===== config.mk =====
export PLATFORM = sky130hd
export DESIGN_NAME = sm4_block_cipher_flat
export DESIGN_NICKNAME = d
export VERILOG_FILES = /design/src/rtl/sm4_pkg.sv /design/src/rtl/sm4_stream_if.sv /design/src/rtl/sm4_block_cipher.sv /design/src/rtl/sm4_ram.sv /design/src/rtl/sm4_round.sv /design/src/flat_wrapper.sv
export SDC_FILE = /design/constraint.sdc
export NUM_CORES = 2
export LEC_CHECK = 0
export CAP_MARGIN = 20
export CORE_MARGIN = 5
export CORE_UTILIZATION = 45
export CTS_CLUSTER_SIZE = 14
export DETAILED_ROUTE_END_ITERATION = 12
export DONT_BUFFER_PORTS = 1
export HOLD_SLACK_MARGIN = 0.12
export PLACE_DENSITY = 0.62
export SETUP_SLACK_MARGIN = 0.2
export SLEW_MARGIN = 20
export SYNTH_ARGS = -nofsm -noshare
export SYNTH_HDL_FRONTEND = slang
export SYNTH_SLANG_ARGS = --single-unit

===== constraint.sdc =====
create_clock -name clock -period 14.9 [get_ports clock]
set_input_delay 0.745 -clock clock [delete_from_list [all_inputs] [get_ports clock]]
set_output_delay 0.745 -clock clock [all_outputs]
set_load 0.03 [all_outputs]

===== src/rtl/sm4_pkg.sv =====
// sm4_pkg: shared constants, S-box table and round-constant helper for the SM4 cipher
// used by the round unit and the top-level sequencer; depends on nothing
`timescale 1ns / 1ps

package sm4_pkg;

   // round key store geometry
   localparam int RK_COUNT  = 32;
   localparam int RK_ADDR_W = 5;
   localparam int WORD_W    = 32;

   // configuration port
   localparam int CSR_INDEX_W = 2;
   localparam int CSR_DATA_W  = 64;
   localparam logic [CSR_INDEX_W-1:0] CSR_KEY_HIGH = 2'd0;
   localparam logic [CSR_INDEX_W-1:0] CSR_KEY_LOW  = 2'd1;

   // system parameter words for key whitening
   localparam logic [31:0] FK0 = 32'ha3b1bac6;
   localparam logic [31:0] FK1 = 32'h56aa3350;
   localparam logic [31:0] FK2 = 32'h677d9197;
   localparam logic [31:0] FK3 = 32'hb27022dc;

   localparam logic [7:0] SBOX [0:255] = '{
      8'hd6,8'h90,8'he9,8'hfe,8'hcc,8'he1,8'h3d,8'hb7,8'h16,8'hb6,8'h14,8'hc2,8'h28,8'hfb,8'h2c,8'h05,
      8'h2b,8'h67,8'h9a,8'h76,8'h2a,8'hbe,8'h04,8'hc3,8'haa,8'h44,8'h13,8'h26,8'h49,8'h86,8'h06,8'h99,
      8'h9c,8'h42,8'h50,8'hf4,8'h91,8'hef,8'h98,8'h7a,8'h33,8'h54,8'h0b,8'h43,8'hed,8'hcf,8'hac,8'h62,
      8'he4,8'hb3,8'h1c,8'ha9,8'hc9,8'h08,8'he8,8'h95,8'h80,8'hdf,8'h94,8'hfa,8'h75,8'h8f,8'h3f,8'ha6,
      8'h47,8'h07,8'ha7,8'hfc,8'hf3,8'h73,8'h17,8'hba,8'h83,8'h59,8'h3c,8'h19,8'he6,8'h85,8'h4f,8'ha8,
      8'h68,8'h6b,8'h81,8'hb2,8'h71,8'h64,8'hda,8'h8b,8'hf8,8'heb,8'h0f,8'h4b,8'h70,8'h56,8'h9d,8'h35,
      8'h1e,8'h24,8'h0e,8'h5e,8'h63,8'h58,8'hd1,8'ha2,8'h25,8'h22,8'h7c,8'h3b,8'h01,8'h21,8'h78,8'h87,
      8'hd4,8'h00,8'h46,8'h57,8'h9f,8'hd3,8'h27,8'h52,8'h4c,8'h36,8'h02,8'he7,8'ha0,8'hc4,8'hc8,8'h9e,
      8'hea,8'hbf,8'h8a,8'hd2,8'h40,8'hc7,8'h38,8'hb5,8'ha3,8'hf7,8'hf2,8'hce,8'hf9,8'h61,8'h15,8'ha1,
      8'he0,8'hae,8'h5d,8'ha4,8'h9b,8'h34,8'h1a,8'h55,8'had,8'h93,8'h32,8'h30,8'hf5,8'h8c,8'hb1,8'he3,
      8'h1d,8'hf6,8'he2,8'h2e,8'h82,8'h66,8'hca,8'h60,8'hc0,8'h29,8'h23,8'hab,8'h0d,8'h53,8'h4e,8'h6f,
      8'hd5,8'hdb,8'h37,8'h45,8'hde,8'hfd,8'h8e,8'h2f,8'h03,8'hff,8'h6a,8'h72,8'h6d,8'h6c,8'h5b,8'h51,
      8'h8d,8'h1b,8'haf,8'h92,8'hbb,8'hdd,8'hbc,8'h7f,8'h11,8'hd9,8'h5c,8'h41,8'h1f,8'h10,8'h5a,8'hd8,
      8'h0a,8'hc1,8'h31,8'h88,8'ha5,8'hcd,8'h7b,8'hbd,8'h2d,8'h74,8'hd0,8'h12,8'hb8,8'he5,8'hb4,8'hb0,
      8'h89,8'h69,8'h97,8'h4a,8'h0c,8'h96,8'h77,8'h7e,8'h65,8'hb9,8'hf1,8'h09,8'hc5,8'h6e,8'hc6,8'h84,
      8'h18,8'hf0,8'h7d,8'hec,8'h3a,8'hdc,8'h4d,8'h20,8'h79,8'hee,8'h5f,8'h3e,8'hd7,8'hcb,8'h39,8'h48
   };

   // byte-wise S-box substitution of one word
   function automatic logic [31:0] sbox_word(input logic [31:0] v);
      sbox_word = {SBOX[v[31:24]], SBOX[v[23:16]], SBOX[v[15:8]], SBOX[v[7:0]]};
   endfunction

   // key schedule constant: byte j of word i is (4*i + j) * 7 mod 256
   function automatic logic [31:0] ck_word(input logic [RK_ADDR_W-1:0] idx);
      logic [7:0]  base;
      logic [31:0] w;
      w = '0;
      for (int j = 0; j < 4; j++) begin
         base = {1'b0, idx, 2'(j)};
         w = {w[23:0], 8'((base << 3) - base)};
      end
      ck_word = w;
   endfunction

endpackage


===== src/rtl/sm4_stream_if.sv =====
// sm4_stream_if: valid/ready channel interfaces for requests and results of the SM4 block
// payload widths are fixed by the cipher block size; no package dependency
`timescale 1ns / 1ps

interface sm4_req_if;
   logic        valid;
   logic        ready;
   logic [63:0] data_high;
   logic [63:0] data_low;
   logic        decrypt;

   modport source (output valid, output data_high, output data_low, output decrypt,
                   input ready);
   modport sink   (input valid, input data_high, input data_low, input decrypt,
                   output ready);
endinterface

interface sm4_rsp_if;
   logic        valid;
   logic        ready;
   logic [63:0] result_high;
   logic [63:0] result_low;

   modport source (output valid, output result_high, output result_low, input ready);
   modport sink   (input valid, input result_high, input result_low, output ready);
endinterface


===== src/rtl/sm4_block_cipher.sv =====
// sm4_block_cipher: SM4 engine, one round per cycle through one shared round unit
// requests are taken only when idle; stale keys are expanded first, then prime, rounds, drain
// no new request is taken before the result is loaded into the output register
// reset: synchronous, clears the key registers and marks the round keys stale
// the round key RAM is not cleared; the first request after reset expands the all-zero key
// depends on sm4_pkg, sm4_stream_if, sm4_ram and sm4_feistel_unit
`timescale 1ns / 1ps

module sm4_block_cipher (
   input  logic                                 clock,
   input  logic                                 reset,
   input  logic                                 csr_wr_en,
   input  logic [sm4_pkg::CSR_INDEX_W-1:0]      csr_index,
   input  logic [sm4_pkg::CSR_DATA_W-1:0]       csr_wdata,
   sm4_req_if.sink                              req_bus,
   sm4_rsp_if.source                            rsp_bus
);

   typedef enum logic [2:0] {
      ST_IDLE,
      ST_EXPAND,
      ST_PRIME,
      ST_ROUND,
      ST_DRAIN
   } state_type;

   localparam logic [sm4_pkg::RK_ADDR_W-1:0] LAST_ROUND =
      sm4_pkg::RK_ADDR_W'(sm4_pkg::RK_COUNT - 1);

   state_type                       state_ff, state_in;
   logic [sm4_pkg::RK_ADDR_W-1:0]   cnt_ff, cnt_in;
   logic                            keys_current_ff, keys_current_in;
   logic [63:0]                     key_high_ff, key_high_in;
   logic [63:0]                     key_low_ff, key_low_in;
   logic [63:0]                     data_high_ff, data_high_in;
   logic [63:0]                     data_low_ff, data_low_in;
   logic                            decrypt_ff, decrypt_in;
   logic [31:0]                     w0_ff, w1_ff, w2_ff, w3_ff;
   logic [31:0]                     w0_in, w1_in, w2_in, w3_in;
   logic                            rsp_valid_ff, rsp_valid_in;
   logic [63:0]                     rsp_high_ff, rsp_high_in;
   logic [63:0]                     rsp_low_ff, rsp_low_in;

   logic                            req_accept;
   logic                            key_mode;
   logic [31:0]                     round_key;
   logic [31:0]                     nx;
   logic                            ram_we;
   logic [sm4_pkg::RK_ADDR_W-1:0]   ram_raddr;
   logic [31:0]                     ram_rdata;
   logic [sm4_pkg::RK_ADDR_W-1:0]   cnt_next;

   assign req_bus.ready   = (state_ff == ST_IDLE);
   assign req_accept      = req_bus.valid && req_bus.ready;
   assign rsp_bus.valid   = rsp_valid_ff;
   assign rsp_bus.result_high = rsp_high_ff;
   assign rsp_bus.result_low  = rsp_low_ff;

   assign cnt_next = sm4_pkg::RK_ADDR_W'(cnt_ff + 1'b1);

   // round key source: schedule constant while expanding, stored key while ciphering
   assign key_mode  = (state_ff == ST_EXPAND);
   assign round_key = key_mode ? sm4_pkg::ck_word(cnt_ff) : ram_rdata;
   assign ram_we    = key_mode;

   // read address runs one round ahead, mirrored for decryption
   always_comb begin
      if (state_ff == ST_ROUND) begin
         ram_raddr = decrypt_ff ? ~cnt_next : cnt_next;
      end else begin
         ram_raddr = decrypt_ff ? ~'0 : '0;
      end
   end

   sm4_feistel_unit u_round (
      .key_mode (key_mode),
      .x0       (w0_ff),
      .x1       (w1_ff),
      .x2       (w2_ff),
      .x3       (w3_ff),
      .rk       (round_key),
      .nx       (nx)
   );

   sm4_ram #(
      .WIDTH (sm4_pkg::WORD_W),
      .DEPTH (sm4_pkg::RK_COUNT)
   ) u_rk_ram (
      .clock   (clock),
      .wr_en   (ram_we),
      .wr_addr (cnt_ff),
      .wr_data (nx),
      .rd_addr (ram_raddr),
      .rd_data (ram_rdata)
   );

   // sequencer next-state logic
   always_comb begin
      state_in        = state_ff;
      cnt_in          = cnt_ff;
      keys_current_in = keys_current_ff;
      key_high_in     = key_high_ff;
      key_low_in      = key_low_ff;
      data_high_in    = data_high_ff;
      data_low_in     = data_low_ff;
      decrypt_in      = decrypt_ff;
      w0_in           = w0_ff;
      w1_in           = w1_ff;
      w2_in           = w2_ff;
      w3_in           = w3_ff;
      rsp_valid_in    = rsp_valid_ff && !rsp_bus.ready;
      rsp_high_in     = rsp_high_ff;
      rsp_low_in      = rsp_low_ff;

      // key register writes mark the round keys stale
      if (csr_wr_en) begin
         case (csr_index)
            sm4_pkg::CSR_KEY_HIGH: begin
               key_high_in     = csr_wdata;
               keys_current_in = 1'b0;
            end
            sm4_pkg::CSR_KEY_LOW: begin
               key_low_in      = csr_wdata;
               keys_current_in = 1'b0;
            end
            default: begin
            end
         endcase
      end

      case (state_ff)
         ST_IDLE: begin
            if (req_accept) begin
               data_high_in = req_bus.data_high;
               data_low_in  = req_bus.data_low;
               decrypt_in   = req_bus.decrypt;
               cnt_in       = '0;
               if (keys_current_ff) begin
                  w0_in    = req_bus.data_high[63:32];
                  w1_in    = req_bus.data_high[31:0];
                  w2_in    = req_bus.data_low[63:32];
                  w3_in    = req_bus.data_low[31:0];
                  state_in = ST_PRIME;
               end else begin
                  w0_in    = key_high_ff[63:32] ^ sm4_pkg::FK0;
                  w1_in    = key_high_ff[31:0]  ^ sm4_pkg::FK1;
                  w2_in    = key_low_ff[63:32]  ^ sm4_pkg::FK2;
                  w3_in    = key_low_ff[31:0]   ^ sm4_pkg::FK3;
                  state_in = ST_EXPAND;
               end
            end
         end
         ST_EXPAND: begin
            w0_in  = w1_ff;
            w1_in  = w2_ff;
            w2_in  = w3_ff;
            w3_in  = nx;
            cnt_in = cnt_next;
            if (cnt_ff == LAST_ROUND) begin
               keys_current_in = 1'b1;
               w0_in    = data_high_ff[63:32];
               w1_in    = data_high_ff[31:0];
               w2_in    = data_low_ff[63:32];
               w3_in    = data_low_ff[31:0];
               state_in = ST_PRIME;
            end
         end
         ST_PRIME: begin
            cnt_in   = '0;
            state_in = ST_ROUND;
         end
         ST_ROUND: begin
            w0_in  = w1_ff;
            w1_in  = w2_ff;
            w2_in  = w3_ff;
            w3_in  = nx;
            cnt_in = cnt_next;
            if (cnt_ff == LAST_ROUND) begin
               state_in = ST_DRAIN;
            end
         end
         ST_DRAIN: begin
            // final word reversal into the output register once it is free
            if (!rsp_valid_ff || rsp_bus.ready) begin
               rsp_valid_in = 1'b1;
               rsp_high_in  = {w3_ff, w2_ff};
               rsp_low_in   = {w1_ff, w0_ff};
               state_in     = ST_IDLE;
            end
         end
         default: begin
            state_in = ST_IDLE;
         end
      endcase
   end

   // state and registered outputs
   always_ff @(posedge clock) begin
      if (reset) begin
         state_ff        <= ST_IDLE;
         cnt_ff          <= '0;
         keys_current_ff <= 1'b0;
         key_high_ff     <= '0;
         key_low_ff      <= '0;
         rsp_valid_ff    <= 1'b0;
      end else begin
         state_ff        <= state_in;
         cnt_ff          <= cnt_in;
         keys_current_ff <= keys_current_in;
         key_high_ff     <= key_high_in;
         key_low_ff      <= key_low_in;
         rsp_valid_ff    <= rsp_valid_in;
      end
      data_high_ff <= data_high_in;
      data_low_ff  <= data_low_in;
      decrypt_ff   <= decrypt_in;
      w0_ff        <= w0_in;
      w1_ff        <= w1_in;
      w2_ff        <= w2_in;
      w3_ff        <= w3_in;
      rsp_high_ff  <= rsp_high_in;
      rsp_low_ff   <= rsp_low_in;
   end

`ifndef SYNTHESIS
   // a request with stale keys starts the key expansion
   assert property (@(posedge clock) disable iff (reset)
      req_accept && !keys_current_ff && !csr_wr_en |=> state_ff == ST_EXPAND)
      else $error("stale keys did not start expansion");

   // round keys become current only at the end of an expansion
   assert property (@(posedge clock) disable iff (reset)
      $rose(keys_current_ff) |-> $past(state_ff) == ST_EXPAND && $past(cnt_ff) == LAST_ROUND)
      else $error("keys marked current outside expansion");

   // a key write leaves the round keys stale
   assert property (@(posedge clock) disable iff (reset)
      csr_wr_en && (csr_index == sm4_pkg::CSR_KEY_HIGH || csr_index == sm4_pkg::CSR_KEY_LOW)
      |=> !keys_current_ff)
      else $error("key write did not invalidate round keys");

   // a new result is only loaded from the drain step after the last round
   assert property (@(posedge clock) disable iff (reset)
      $rose(rsp_valid_ff) |-> $past(state_ff) == ST_DRAIN)
      else $error("result loaded outside drain");
`endif

endmodule


===== src/rtl/sm4_ram.sv =====
// sm4_ram: generic single-write, single-read RAM with registered read data
// stand-alone; holds the round keys of the SM4 block
`timescale 1ns / 1ps

module sm4_ram #(
   parameter int WIDTH = 32,
   parameter int DEPTH = 32
) (
   input  logic                     clock,
   input  logic                     wr_en,
   input  logic [$clog2(DEPTH)-1:0] wr_addr,
   input  logic [WIDTH-1:0]         wr_data,
   input  logic [$clog2(DEPTH)-1:0] rd_addr,
   output logic [WIDTH-1:0]         rd_data
);

   logic [WIDTH-1:0] mem [DEPTH];

   // write port and registered read port
   always_ff @(posedge clock) begin
      if (wr_en) begin
         mem[wr_addr] <= wr_data;
      end
      rd_data <= mem[rd_addr];
   end

endmodule


===== src/rtl/sm4_round.sv =====
// sm4_feistel_unit: shared SM4 round function x0 ^ T(x1 ^ x2 ^ x3 ^ k), with L or key-schedule L'
// depends on sm4_pkg for the S-box
`timescale 1ns / 1ps

module sm4_feistel_unit (
   input  logic        key_mode,
   input  logic [31:0] x0,
   input  logic [31:0] x1,
   input  logic [31:0] x2,
   input  logic [31:0] x3,
   input  logic [31:0] rk,
   output logic [31:0] nx
);

   logic [31:0] b;
   logic [31:0] lin;

   // nonlinear layer
   assign b = sm4_pkg::sbox_word(x1 ^ x2 ^ x3 ^ rk);

   // linear layer, cipher or key schedule form
   always_comb begin
      if (key_mode) begin
         lin = b ^ {b[18:0], b[31:19]} ^ {b[8:0], b[31:9]};
      end else begin
         lin = b ^ {b[29:0], b[31:30]} ^ {b[21:0], b[31:22]}
                 ^ {b[13:0], b[31:14]} ^ {b[7:0], b[31:8]};
      end
   end

   assign nx = x0 ^ lin;

endmodule


===== src/flat_wrapper.sv =====
// flat-port wrapper written by rule: the top's interface ports become plain ports
module sm4_block_cipher_flat 
  (clock, reset, csr_wr_en, csr_index, csr_wdata, req_bus_valid, req_bus_data_high, req_bus_data_low, req_bus_decrypt, req_bus_ready, rsp_bus_valid, rsp_bus_result_high, rsp_bus_result_low, rsp_bus_ready);
  sm4_req_if req_bus_i ();
  sm4_rsp_if rsp_bus_i ();
  input  logic clock;
  input  logic reset;
  input  logic csr_wr_en;
  input  logic [sm4_pkg::CSR_INDEX_W-1:0] csr_index;
  input  logic [sm4_pkg::CSR_DATA_W-1:0] csr_wdata;
  input wire logic [$bits(req_bus_i.valid)-1:0] req_bus_valid;
  input wire logic [$bits(req_bus_i.data_high)-1:0] req_bus_data_high;
  input wire logic [$bits(req_bus_i.data_low)-1:0] req_bus_data_low;
  input wire logic [$bits(req_bus_i.decrypt)-1:0] req_bus_decrypt;
  output wire logic [$bits(req_bus_i.ready)-1:0] req_bus_ready;
  output wire logic [$bits(rsp_bus_i.valid)-1:0] rsp_bus_valid;
  output wire logic [$bits(rsp_bus_i.result_high)-1:0] rsp_bus_result_high;
  output wire logic [$bits(rsp_bus_i.result_low)-1:0] rsp_bus_result_low;
  input wire logic [$bits(rsp_bus_i.ready)-1:0] rsp_bus_ready;
  assign req_bus_i.valid = req_bus_valid;
  assign req_bus_i.data_high = req_bus_data_high;
  assign req_bus_i.data_low = req_bus_data_low;
  assign req_bus_i.decrypt = req_bus_decrypt;
  assign req_bus_ready = req_bus_i.ready;
  assign rsp_bus_valid = rsp_bus_i.valid;
  assign rsp_bus_result_high = rsp_bus_i.result_high;
  assign rsp_bus_result_low = rsp_bus_i.result_low;
  assign rsp_bus_i.ready = rsp_bus_ready;
  sm4_block_cipher u_core (.clock(clock), .reset(reset), .csr_wr_en(csr_wr_en), .csr_index(csr_index), .csr_wdata(csr_wdata), .req_bus(req_bus_i), .rsp_bus(rsp_bus_i));
endmodule

==> impl_results.md <==
* Root buffer cell: clkbuf_16
* CP Cell Sequence: or3b_4, buf_4, a21oi_2, xor2_4, buf_4, inv_2, buf_4, nand2_1, a21oi_1, o41ai_1, o211ai_1, o211ai_1, nand3_1, xnor2_1, xnor3_1, mux2i_1, xor2_4
* Final setup TNS at 0 ps
* Initial DRC Count at 8,654
* Crit path largest cell delay at ~700 ps
* Vias at between 50,000 and 60,000
* Wire per inst at roughly 34 um
* Gr ovfl total at 0
* Top-count cell post-synth: edfxtp_1
* Overall routing resource usage at 0.3108
* Clock-pin transition on the worst setup and hold timing paths at approximately 70 ps
* Mapped Nets at 6,317
* Initial antenna violation count at 9
* IO buf count at 0
* First-pass GRT wire length at around 400,000 um
* Period utilization at 0.5480
* Gates resized, CTS repair at 0
* Worst endpoint required time at around 15,000 ps
* Top cell type's share of synthesized area at 0.5403
* TritonCTS clock tree: built
* Slowest-stage cell, CP: dfxtp_1
* Max Buffers Root-to-Sink at 3
* Commonest cells post-synth: edfxtp_1 (1,409), nand2_1 (751), nor2_1 (400)
* End point of the critical path: u_core.u_rk_ram.mem[16][6]
* Final hold vios at 0
* Post-synth ARST share at 0
* Die Y at roughly 430 um
* Number of flops mapped to enable cells by yosys at approximately 1,400
* Die area at 182,500 sq um
* Max Cap Violations at 0
* Largest net degree at the start of global routing at ~140
* Mapped Avg Cell Area at 12.90 sq um
* Die width at ~430 um
* Critical path origin: u_core.state_ff[1]
* Clock sink count at roughly 1,600
* RePlAce Congestion at approximately 1.0
* Startpoint class of the critical path: flip-flop
* Drt first pass iters at 8
* Seq cells post-synth at ~1,600
* Area Overhead vs Synth at 12.92%
* Post-DP HPWL at 183,400 um
* Yosys cell types at between 100 and 150
* CP endpoint kind: flip-flop
* Crit-path most repeated cell: buf_4
* R2R setup slack at 6730 ps
* Data arrival, critical path at just under 9000 ps
* Vias in the first global route at between 50,000 and 60,000
* Crit Path Category: reg -> reg
* Setup violators final at 0
* Dominant cells by area after synthesis: edfxtp_1 (54%), mux4_2 (9.6%), dfxtp_1 (4.3%)
* Skew final at between 40 and 50 ps
* Least-Margin Pin Slew at approximately 1200 ps
* Remaining DRCs at 0
* Antenna-violating nets left at 0
* YS warnings at 0
* Postcts setup bufs at 0
* Final net count at roughly 6,300
* IO Pins at between 300 and 400
* WHS Path Cells at 2
* Row count at ~150
* Final count of pins violating max slew at 0
* Status: finished, final reports clean
* Mapped Cells at roughly 6,100
* Core area at 173,400 sq um
* Largest fanout on the critical path at just under 70
* RSZ-0062 raised after global routing: false
* Later-pin clock latency in the skew report at just over 800 ps
* Yosys top cell by area: edfxtp_1
* FMAX at 122.5 MHz
* Post-synth top flop: edfxtp_1
* CTS buffer count at between 150 and 200
* R2R Path Start: u_core.state_ff[1]
* Starting Density at 0.4515
* Layout cells sized above 1 at 0.1570
* Fillcell total at 14,820
* FF-to-FF End: u_core.u_rk_ram.mem[16][6]
* Synthesized area at 78,310 sq um
* H-tree levels at 4
* Reg2Reg Depth at 17
* Max_slew headroom at 0.2186
* Vias per inst at a little under 7
* WL final at between 200,000 and 300,000 um
* Seq/Total Area, Yosys at 0.5837
* Tightest Hold Check Type: in -> reg
* Min cycle time layout at roughly 8200 ps
[state kept, by name (all words and copies together), names as in the netlist, 64 cells and up]
register	cells
u_core.data_low_ff	64
u_core.rsp_bus.result_high	64
u_core.rsp_bus.result_low	64
u_core.key_low_ff	64
u_core.key_high_ff	64
u_core.u_rk_ram.mem	1024
u_core.data_high_ff	64
[how the worst min path moves through the flow]
stage | slack (ps) | to | from
floorplan | 430 | u_core.key_high_ff[0] | u_core.key_high_ff[0]
global placement | 430 | u_core.key_high_ff[62] | u_core.key_high_ff[62]
detailed placement | 440 | u_core.key_high_ff[60] | u_core.key_high_ff[60]
CTS | 130 | u_core.key_low_ff[13] | csr_wdata[13]
global route | 150 | u_core.key_low_ff[13] | csr_wdata[13]
finish | 190 | u_core.key_low_ff[13] | csr_wdata[13]
[cell families (layout without fill, tap and decap cells)]
family | Yosys count | in the layout | share of synthesized area
AND/OR/NAND/NOR | 1571 | 1571 | 0.08696
multiplexers | 451 | 451 | 0.1124
XOR/XNOR | 294 | 294 | 0.03791
buffers and inverters | 558 | 709 | 0.03302
adder cells (fa/ha/maj) | 47 | 47 | 0.007541
other | 0 | 10 | 0
AO/OA/AOI/OAI | 1572 | 1572 | 0.1385
flip-flops | 1579 | 1579 | 0.5837
[cells in the final DEF, fill, tap and decap left out, drive strengths merged, types with 173 or more instances in the layout]
master / count
a211oi: 173
dlygate4sd3: 194
o21ai: 238
buf: 187
nand2: 753
edfxtp: 1409
a21oi: 389
mux4: 335
nor2: 407
clkbuf: 209
xnor2: 176
[what timing repair did]
item,in CTS,in global routing
hold buffers,195,0
endpoints found under the setup margin,0,0
hold endpoints to repair,267,0
[through the flow]
step                      cells  area (sq um)  worst slack [ps]  hold slack (ps)    util
after CTS                  8547         88330              6677            131.8  0.5093
after global placement     8061         81210              6826            431.5  0.4683
after floorplan            6072         78310              8153            431.8       -
after global routing       8554         88420              6361            154.4  0.5098
after detailed placement   8062         81300              6716            437.2  0.4687
final                      8558         88430              6735            186.4  0.5099
[final cells by class]
cell class,count,area (sq um),share of cell area
sequential,1579,45720,0.5170
multi-input combinational,3935,31140,0.3522
clock buffer,209,4268,0.04826
timing repair buffer,381,3428,0.03877
tap,2325,2909,0.03290
clock inverter,81,793.3,0.008971
inverter,38,143.9,0.001627
antenna,10,25.02,0.0002830
[per-layer routing]
metal | track usage | wire length [um]
met1 | 0.4249 | 112000
met2 | 0.4837 | 134900
met3 | 0.06375 | 29320
met4 | 0.1366 | 15930
met5 | 0 | 17
[worst max-delay path, delay by kind of cell, from the launching register on]
family,cells,cell delay (ps)
buf+inv,4,1730
xor+xnor,4,2330
simple gates,3,1420
mux,1,570
flops,1,710
compound gates,5,960
Power is left out: the tool's default activity adds up to more than one toggle a clock period on the data nets, which glitch-free logic cannot reach.
